`config.mk`:
```
export PLATFORM = sky130hd
export DESIGN_NAME = greedy_independent_set_completion_top
export DESIGN_NICKNAME = d
export VERILOG_FILES = /design/src/sv/gisc_pkg.sv /design/src/sv/gisc_cell.sv /design/src/sv/gisc_nbr.sv /design/src/sv/greedy_independent_set_completion_top.sv
export SDC_FILE = /design/constraint.sdc
export NUM_CORES = 2
export LEC_CHECK = 0
export BUFFER_PORTS_ARGS = -buffer_cell sky130_fd_sc_hd__buf_2
export CORE_MARGIN = 3
export CORE_UTILIZATION = 40
export DETAILED_ROUTE_END_ITERATION = 10
export GPL_TIMING_DRIVEN = 1
export SLEW_MARGIN = 20
export SYNTH_ARGS = -nofsm -noshare
export SYNTH_HDL_FRONTEND = slang
export SYNTH_SLANG_ARGS = --single-unit
```
`constraint.sdc`:
```
create_clock -name clk -period 74.2 [get_ports clk]
set_input_delay 14.84 -clock clk [delete_from_list [all_inputs] [get_ports clk]]
set_output_delay 14.84 -clock clk [all_outputs]
set_load 0.05 [all_outputs]
```
`src/sv/gisc_pkg.sv`:
```
// shared constants and types for the greedy independent set completion block
package gisc_pkg;

	localparam int MAX_VERTICES = 32;
	localparam int VID_W        = $clog2(MAX_VERTICES);
	localparam int CNT_W        = 6;
	localparam int GRP_SIZE     = 8;
	localparam int NUM_GRP      = (MAX_VERTICES + GRP_SIZE - 1) / GRP_SIZE;

	localparam logic [CNT_W-1:0] VCOUNT_RST = CNT_W'(MAX_VERTICES);

	typedef logic [MAX_VERTICES-1:0] vset_t;

	typedef enum logic {
		OP_LOAD = 1'b0,
		OP_EVAL = 1'b1
	} op_t;

	// packet that walks the cell chain
	typedef struct packed {
		logic  vld;
		vset_t avail;
		vset_t set;
	} pkt_t;

	// evaluate item after masking and clamping
	typedef struct packed {
		logic  vld;
		vset_t seed;
		vset_t pmask;
		vset_t nmask;
	} eval_t;

endpackage

```
`src/sv/gisc_cell.sv`:
```
// one vertex cell: holds its adjacency row and makes the greedy decision for its vertex
module gisc_cell
	import gisc_pkg::*;
(
	input  logic             clk,
	input  logic             arst_n,
	input  logic [VID_W-1:0] cell_idx,
	input  logic             adv,
	input  logic             ld_en,
	input  logic [VID_W-1:0] ld_idx,
	input  vset_t            ld_row,
	input  pkt_t             pkt_in,
	output pkt_t             pkt_out,
	output vset_t            row
);

	vset_t row_q;
	logic  vld_q;
	vset_t avail_q;
	vset_t set_q;
	logic  take;

	// adjacency row storage
	always_ff @(posedge clk or negedge arst_n) begin
		if (!arst_n) begin
			row_q <= '0;
		end else if (ld_en && (ld_idx == cell_idx)) begin
			row_q <= ld_row;
		end
	end

	// vertex still free when the packet arrives: add it, drop its neighbors
	assign take = pkt_in.vld && pkt_in.avail[cell_idx];

	always_ff @(posedge clk or negedge arst_n) begin
		if (!arst_n) begin
			vld_q <= 1'b0;
		end else if (adv) begin
			vld_q <= pkt_in.vld;
		end
	end

	always_ff @(posedge clk) begin
		if (adv) begin
			if (take) begin
				avail_q <= pkt_in.avail & ~row_q;
				set_q   <= pkt_in.set | (vset_t'(1) << cell_idx);
			end else begin
				avail_q <= pkt_in.avail;
				set_q   <= pkt_in.set;
			end
		end
	end

	assign pkt_out = '{vld: vld_q, avail: avail_q, set: set_q};
	assign row     = row_q;

endmodule

```
`src/sv/gisc_nbr.sv`:
```
// neighborhood of the seed and of its prefix, as a two level registered or tree
module gisc_nbr
	import gisc_pkg::*;
(
	input  logic  clk,
	input  logic  arst_n,
	input  vset_t rows [MAX_VERTICES],
	input  eval_t ev,
	output pkt_t  pkt,
	output logic  pmax
);

	logic  vld_s2;
	vset_t seed_s2;
	vset_t pmask_s2;
	vset_t nmask_s2;
	vset_t part_all_s2 [NUM_GRP];
	vset_t part_p_s2   [NUM_GRP];
	vset_t part_all    [NUM_GRP];
	vset_t part_p      [NUM_GRP];
	vset_t seed_p;
	vset_t nbr_all;
	vset_t nbr_p;
	vset_t covered;

	assign seed_p = ev.seed & ev.pmask;

	// first level: or of gated rows within each group
	always_comb begin
		for (int g = 0; g < NUM_GRP; g++) begin
			part_all[g] = '0;
			part_p[g]   = '0;
			for (int k = 0; k < GRP_SIZE; k++) begin
				if (g * GRP_SIZE + k < MAX_VERTICES) begin
					if (ev.seed[g * GRP_SIZE + k]) begin
						part_all[g] = part_all[g] | rows[g * GRP_SIZE + k];
					end
					if (seed_p[g * GRP_SIZE + k]) begin
						part_p[g] = part_p[g] | rows[g * GRP_SIZE + k];
					end
				end
			end
		end
	end

	always_ff @(posedge clk or negedge arst_n) begin
		if (!arst_n) begin
			vld_s2 <= 1'b0;
		end else begin
			vld_s2 <= ev.vld;
		end
	end

	always_ff @(posedge clk) begin
		if (ev.vld) begin
			seed_s2     <= ev.seed;
			pmask_s2    <= ev.pmask;
			nmask_s2    <= ev.nmask;
			part_all_s2 <= part_all;
			part_p_s2   <= part_p;
		end
	end

	// second level: combine the groups
	always_comb begin
		nbr_all = '0;
		nbr_p   = '0;
		for (int g = 0; g < NUM_GRP; g++) begin
			nbr_all = nbr_all | part_all_s2[g];
			nbr_p   = nbr_p | part_p_s2[g];
		end
	end

	// prefix domination test
	assign covered = ((seed_s2 & pmask_s2) | nbr_p) & pmask_s2;
	assign pmax    = (covered == pmask_s2);

	// free vertices seed the chain walk
	assign pkt = '{
		vld:   vld_s2,
		avail: nmask_s2 & ~(seed_s2 | nbr_all),
		set:   seed_s2
	};

endmodule

```
`src/sv/greedy_independent_set_completion_top.sv`:
```
// top level: item intake, vertex count register, neighbor tree, cell chain, result register
// an evaluate transfer passes the two setup stages, then each cell of the 32 cell chain in order,
// then the result register; the chain stalls while a finished result cannot enter that register
// in_ready stays low from an evaluate transfer until its result is registered;
// a load gives no result
// reset: asynchronous, clears all adjacency rows to no edges and sets vertex_count to 32
module greedy_independent_set_completion_top
	import gisc_pkg::*;
(
	input  logic                    clk,
	input  logic                    arst_n,
	input  logic                    cfg_wr_en,
	input  logic [CNT_W-1:0]        cfg_wr_data,
	input  logic                    in_valid,
	output logic                    in_ready,
	input  logic                    opcode,
	input  logic [VID_W-1:0]        vertex_index,
	input  logic [MAX_VERTICES-1:0] vertex_bits,
	input  logic [VID_W-1:0]        prefix_last,
	output logic                    out_valid,
	input  logic                    out_ready,
	output logic [MAX_VERTICES-1:0] completed_set,
	output logic                    prefix_maximal
);

	logic [CNT_W-1:0] vcount_q;
	logic             busy_q;
	logic             pmax_q;
	logic             out_valid_q;
	vset_t            completed_set_q;
	logic             prefix_maximal_q;

	logic             in_xfer;
	logic             ld_en;
	logic             ev_en;
	logic [CNT_W-1:0] n;
	logic [CNT_W-1:0] jlim;
	vset_t            nmask;
	vset_t            pmask;
	eval_t            ev_s1;
	pkt_t             head_pkt;
	logic             pmax;
	pkt_t             chain [MAX_VERTICES+1];
	vset_t            rows  [MAX_VERTICES];
	logic             hold;
	logic             adv;
	logic             done;

	// vertex count register
	always_ff @(posedge clk or negedge arst_n) begin
		if (!arst_n) begin
			vcount_q <= VCOUNT_RST;
		end else if (cfg_wr_en) begin
			vcount_q <= cfg_wr_data;
		end
	end

	// input transfer decode
	assign in_ready = !busy_q;
	assign in_xfer  = in_valid && in_ready;
	assign ld_en    = in_xfer && (op_t'(opcode) == OP_LOAD);
	assign ev_en    = in_xfer && (op_t'(opcode) == OP_EVAL);

	// vertex mask and clamped prefix mask
	always_comb begin
		n     = (vcount_q > CNT_W'(MAX_VERTICES)) ? CNT_W'(MAX_VERTICES) : vcount_q;
		jlim  = ({1'b0, prefix_last} >= n) ? (n - CNT_W'(1)) : {1'b0, prefix_last};
		nmask = '0;
		pmask = '0;
		for (int k = 0; k < MAX_VERTICES; k++) begin
			nmask[k] = (CNT_W'(k) < n);
			pmask[k] = (n != '0) && (CNT_W'(k) <= jlim);
		end
	end

	// first setup stage
	always_ff @(posedge clk or negedge arst_n) begin
		if (!arst_n) begin
			ev_s1 <= '0;
		end else begin
			ev_s1.vld <= ev_en;
			if (ev_en) begin
				ev_s1.seed  <= vertex_bits & nmask;
				ev_s1.pmask <= pmask;
				ev_s1.nmask <= nmask;
			end
		end
	end

	gisc_nbr u_nbr (
		.clk    (clk),
		.arst_n (arst_n),
		.rows   (rows),
		.ev     (ev_s1),
		.pkt    (head_pkt),
		.pmax   (pmax)
	);

	// prefix result waits here while the packet walks the chain
	always_ff @(posedge clk) begin
		if (head_pkt.vld) begin
			pmax_q <= pmax;
		end
	end

	// chain stalls only when the finished packet cannot enter the result register
	assign hold = chain[MAX_VERTICES].vld && out_valid_q && !out_ready;
	assign adv  = !hold;
	assign done = chain[MAX_VERTICES].vld && adv;

	assign chain[0] = head_pkt;

	for (genvar g = 0; g < MAX_VERTICES; g++) begin : g_cell
		gisc_cell u_cell (
			.clk      (clk),
			.arst_n   (arst_n),
			.cell_idx (VID_W'(g)),
			.adv      (adv),
			.ld_en    (ld_en),
			.ld_idx   (vertex_index),
			.ld_row   (vertex_bits),
			.pkt_in   (chain[g]),
			.pkt_out  (chain[g+1]),
			.row      (rows[g])
		);
	end

	// busy from evaluate transfer until its result is registered
	always_ff @(posedge clk or negedge arst_n) begin
		if (!arst_n) begin
			busy_q <= 1'b0;
		end else if (ev_en) begin
			busy_q <= 1'b1;
		end else if (done) begin
			busy_q <= 1'b0;
		end
	end

	// result register
	always_ff @(posedge clk or negedge arst_n) begin
		if (!arst_n) begin
			out_valid_q <= 1'b0;
		end else if (done) begin
			out_valid_q <= 1'b1;
		end else if (out_ready) begin
			out_valid_q <= 1'b0;
		end
	end

	always_ff @(posedge clk) begin
		if (done) begin
			completed_set_q  <= chain[MAX_VERTICES].set;
			prefix_maximal_q <= pmax_q;
		end
	end

	assign out_valid      = out_valid_q;
	assign completed_set  = completed_set_q;
	assign prefix_maximal = prefix_maximal_q;

endmodule

```
# Word-level counts from Yosys, hierarchy flattened
# Cells that the tools add are included.
[op_classes]
n_eq_ne = 32
mux = 101
n_shift = 0
reduce_logical = 109
n_mul = 0
n_addsub = 1
bitwise_logic = 133
n_lt_le_gt_ge = 66
n_div = 0
[ops]
columns = ["operator", "n"]
rows = [
  ["32-bit 2-to-1 mux", 95],
  ["32-bit bitwise OR", 64],
  ["32-bit bitwise AND", 36],
  ["32-bit inverter", 32],
  ["1-bit logical AND", 102],
  ["5-bit by 6-bit less-or-equal comparator with 1-bit output (first input constant)", 16],
  ["5-bit by 6-bit less-than comparator with 1-bit output (first input constant)", 16],
  ["5-bit equality test (second input constant)", 16],
  ["4-bit by 6-bit less-or-equal comparator with 1-bit output (first input constant)", 8],
  ["4-bit by 6-bit less-than comparator with 1-bit output (first input constant)", 8],
  ["5-bit by 4-bit equality test with 1-bit output (second input constant)", 8],
  ["32-bit equality test", 1],
  ["3-bit by 6-bit less-or-equal comparator with 1-bit output (first input constant)", 4],
  ["3-bit by 6-bit less-than comparator with 1-bit output (first input constant)", 4],
  ["5-bit by 3-bit equality test with 1-bit output (second input constant)", 4],
  ["1-bit by 6-bit less-or-equal comparator with 1-bit output (first input constant)", 2],
  ["2-bit by 6-bit less-or-equal comparator with 1-bit output (first input constant)", 2],
  ["1-bit by 6-bit less-than comparator with 1-bit output (first input constant)", 2],
  ["2-bit by 6-bit less-than comparator with 1-bit output (first input constant)", 2],
  ["6-bit 2-to-1 mux", 2],
  ["5-bit by 2-bit equality test with 1-bit output (second input constant)", 2],
  ["5-bit by 6-bit >= comparator with 1-bit output", 1],
  ["6-bit > comparator (second input constant)", 1],
  ["6-bit nonzero test", 1],
  ["other kinds (7)", 13],
]
[word_totals]
in_bits = 54
n_memories = 0
output_inout_bits = 35
latchBits = 0
mem_bits_rw = 0
rom_bits = 0
wordCells = 623
ff_bits = 3564

# Logic depth before layout (Yosys ltp)
[logic_depth]
depth_word = 16
ltp_mapped = 12
mapped_depth_nobuf = 10

# Hierarchy
# A second synthesis with hierarchy kept.
[unflattened]
hier_cells = 12207
hier_area_um2 = 167006.4
[modules_own_cells]
columns = ["mod", "area_per_inst_um2", "n_inst", "cells_per_inst", "seq_area_each_um2"]
rows = [
  ["gisc_cell", 4311.6, 32, 296, 2747.6],
  ["gisc_nbr", 23014.6, 1, 2188, 10595.2],
  ["greedy_independent_set_completion_top", 6019.5, 1, 547, 3649.8],
]

# Least setup slack after synthesis
# Ideal clock, no wire load.
[synth_timing]
path_type = "input to register"
start = "input out_ready"
end = "register g_cell[0].u_cell.vld_q"
t_required_ns = 73.987
setup_time_ns = 0.213
path_slack_ns = 12.726
path_stages = 3
t_arrival_ns = 61.261
path_buffers = 1
cell_sequence = "nand3b_1 -> clkbuf_1 -> mux2_2"
[synth_via]
elab_chain_cells = 2
[synth_lines]
columns = ["item", "line_no", "rtl"]
rows = [
  ["start, declared", "greedy_independent_set_completion_top.sv:21", "input logic out_ready,"],
  ["1-bit zero test", "greedy_independent_set_completion_top.sv:107", "assign hold = chain[MAX_VERTICES].vld && out_valid_q && !out_ready;"],
  ["1-bit logical AND", "greedy_independent_set_completion_top.sv:107", ""],
  ["end signal, assigned", "gisc_cell.sv:39", "vld_q <= pkt_in.vld;"],
  ["end, declared", "gisc_cell.sv:18", "logic vld_q;"],
]
# No other way between the ends.
# A chain may end at the register's enable or synchronous reset.

# Worst setup path in the final report
[layout_timing]
start = "input out_ready"
end = "register g_cell[4].u_cell.set_q[15], enable pin"
[layout_via]
elab_chain_cells = 2
[layout_lines]
columns = ["item", "line_no", "rtl"]
rows = [
  ["1-bit zero test", "greedy_independent_set_completion_top.sv:107", ""],
  ["1-bit logical AND", "greedy_independent_set_completion_top.sv:107", ""],
  ["end signal, assigned", "gisc_cell.sv:47", "set_q <= pkt_in.set | (vset_t'(1) << cell_idx);"],
  ["end signal, assigned", "gisc_cell.sv:50", "set_q <= pkt_in.set;"],
  ["end, declared", "gisc_cell.sv:20", "vset_t set_q;"],
]
# No other way between the ends.

==> out/results.txt <==
Initial antenna violation count: 53
WL final: 359000 um
Hold path depth: 0
First-pass GRT wire length: 510000 um
Combinational share of power: 0.015
Top delay family on crit path: buffers and inverters
CP Capture Type: register
Ys flop type: edfxtp_1
Max Clock Freq: 53.9 MHz
Max-cap violations: 0
Fin. Hold Viols: 0
Mapped Area: 0.117 mm2
FF-to-FF path depth: 6
Crit path cell chain: buf_2, nand3b_1, buf_12, buf_4, buf_4, buf_4, buf_4
Gr ovfl total: 0
Final antenna-violating net count: 0
CP max FO: 167
Worst Setup Start Kind: input port
Clk_lat worst skew: 0.87 ns
Fin crit share: 0.250
Final core occ: 0.453
Vias: 70400
Post-DP HPWL: 206000 um
Placed Instances: 10800
Cts hold-fix bufs: 0
Crit-path most repeated cell: buf_4
Detailed router's first-iteration violation count: 9960
RSZ-0062 raised after global routing: no
Largest net degree at the start of global routing: 179
Power Total: 3.42 mW
TritonCTS clock tree: yes
NumNets Final: 7272
Data required, critical path: 74.65 ns
Psw: 709 uW
Routability-driven placement congestion ratio: 0.902
Syn avg cell area: 16.3 um2
Yosys reg bits: 3068
CP Class: in -> reg
Vias in the first global route: 69300
Clock power frac: 0.457
Async set-reset flop share out of synthesis: 0.379
Final setup margin: 55.65 ns
Post-Layout Cell Count: 11400
Power Internal: 2.71 mW
Register area share after synthesis: 0.736
Yosys warnings: 0
Placed Area: 0.122 mm2
Number of enable flip-flop cells after synthesis: 1906
Outcome: completed
Leading cell types in the layout, fill and taps excluded: edfxtp_1, dfrtp_1, a22oi_1
WL per Instance: 31.6 um
Fin Clk Skew: 0.0607 ns
Reg power frac: 0.528
GRT Resource Usage Total: 0.234
DR pass1 iterations: 7
Root Driver: clkbuf_16
Core ar.: 0.291 mm2
Die X: 547 um
Max clock buf depth: 4
Worst R2R Setup Slack: 69.33 ns
Clk sink count: 3068
H-tree levels: 5
Post-layout minimum cycle time: 18.55 ns
DRC errors left: 0
Hold_ws: 0.371 ns
CP Depth: 7
LEAKAGE: 49.8 nW
Post-route setup TNS: 0 ns
Post-route cell area: 0.132 mm2
Num CTS Buffers: 315
Worst Hold Class: reg -> reg
Mapped Cells: 7196
Slew margin rel.: 0.185
Via density: 6.19
Slowest-stage cell, CP: buf_4
Share of cells above drive strength 1: 0.237
IO buf count: 88
Setup repair bufs after CTS: 0
Top-Level Pins: 89
Clock-pin slew on the worst setup and hold paths: 0.06 ns
DIE HEIGHT: 547 um
Die area: 0.300 mm2
Slew @ Worst Pin: 1.22 ns
Final setup vio count: 0
Most common cell after layout, fill and taps aside: edfxtp_1
CP max stage delay: 0.78 ns
Switching share of total power: 0.208
Area grow syn2layout: 12.5%
Arr. time, crit path: 19.00 ns
Initial Utilization: 0.402
VDD IR-drop max: 0.0177 mV
Fin. max-slew vios: 0
Syn nets: 7258
Distinct cell type count after synthesis: 70
Post-cts repair resize count: 0
Row count: 198
Pre-CTS setup slack: 54.73 ns
CP bufs+invs: 6
Pwr Density: 25.9 mW/mm2
## synth_stat cells (all sizes together), types with 2 or more instances
cell type | instances | share of area
nor2b | 6 | 0.00032
or4 | 3 | 0.00022
dfrtp | 1161 | 0.25
nor4 | 63 | 0.0034
nand4 | 263 | 0.014
o21a | 5 | 0.00032
o21ai | 128 | 0.0055
a21o | 21 | 0.0013
mux2 | 991 | 0.095
a21boi | 464 | 0.030
nor2 | 39 | 0.0012
o31ai | 4 | 0.00026
nor3 | 24 | 0.0015
or2 | 31 | 0.0017
inv | 24 | 0.00077
and3 | 2 | 0.00011
mux2i | 8 | 0.00068
nand3b | 49 | 0.0031
edfxtp | 1906 | 0.49
buf | 102 | 0.0044
nand2 | 192 | 0.0061
nand4b | 2 | 0.00015
clkbuf | 449 | 0.014
a22o | 23 | 0.0017
nand2b | 12 | 0.00064
a31oi | 13 | 0.00069
a22oi | 1024 | 0.066
or4b | 5 | 0.00043
o211ai | 10 | 0.00068
xnor2 | 2 | 0.00021
or3 | 4 | 0.00026
a21oi | 53 | 0.0023
nand3 | 24 | 0.0010
ha | 8 | 0.00085
a221o | 2 | 0.00017
and2 | 63 | 0.0034
## power groups by stage
stage / clock, mW / sequential (mW) / combinational [mW]
after floorplan: 0 / 1.84 / 0.0204
after global placement: 0 / 1.84 / 0.0507
after detailed placement: 0 / 1.84 / 0.0511
after CTS: 1.59 / 1.80 / 0.0513
after global routing: 1.66 / 1.80 / 0.0557
final: 1.56 / 1.80 / 0.0518
## final timing paths
path,startpoint,to
worst max-delay path,out_ready,g_cell[4].u_cell.set_q[15]
worst min-delay path,g_cell[4].u_cell.set_q[16],g_cell[5].u_cell.set_q[16]
worst max register to register,g_cell[31].u_cell.vld_q,g_cell[4].u_cell.set_q[15]
worst min register to register,g_cell[4].u_cell.set_q[16],g_cell[5].u_cell.set_q[16]
max in group asynchronous,arst_n,g_cell[22].u_cell.row[31]
min in group asynchronous,arst_n,g_cell[3].u_cell.row[7]
## kinds of logic after synthesis
logic type / count (synthesis) / share of synthesized area
AND/OR/NAND/NOR: 786 / 0.0380
buffers and inverters: 575 / 0.0195
XOR/XNOR: 3 / 0.000352
flip-flops: 3068 / 0.736
AO/OA/AOI/OAI: 1757 / 0.109
adder cells (fa/ha/maj): 8 / 0.000854
multiplexers: 999 / 0.0959
## flip-flops by register name (all words and copies together), names as in the netlist, 6 cells and up
name,cells
g_cell.u_cell.row,1024
g_cell.u_cell.set_q,1024
g_cell.u_cell.avail_q,496
u_nbr.part_all_s2,128
u_nbr.part_p_s2,128
ev_s1,97
completed_set,32
g_cell.u_cell.vld_q,32
u_nbr.nmask_s2,32
u_nbr.pmask_s2,32
u_nbr.seed_s2,32
vcount_q,6
## metal layers
metal	up-vias	track usage	wire [um]
li1	28300	-	-
met5	-	0	105
met1	36400	0.321	143000
met2	4502	0.334	151000
met3	1267	0.0837	46600
met4	16	0.101	18400
## final cells by class
| cell class | instances | area [um2] |
|---|---|---|
| multi-input combinational | 3553 | 28800 |
| timing repair buffer | 248 | 1730 |
| clock inverter | 129 | 1250 |
| inverter | 24 | 90.1 |
| clock buffer | 443 | 8780 |
| sequential | 3068 | 86300 |
| antenna | 18 | 45.0 |
| fill | 25200 | 159000 |
| tap | 3900 | 4880 |
No activity file was read; power rests on OpenSTA's default activity.
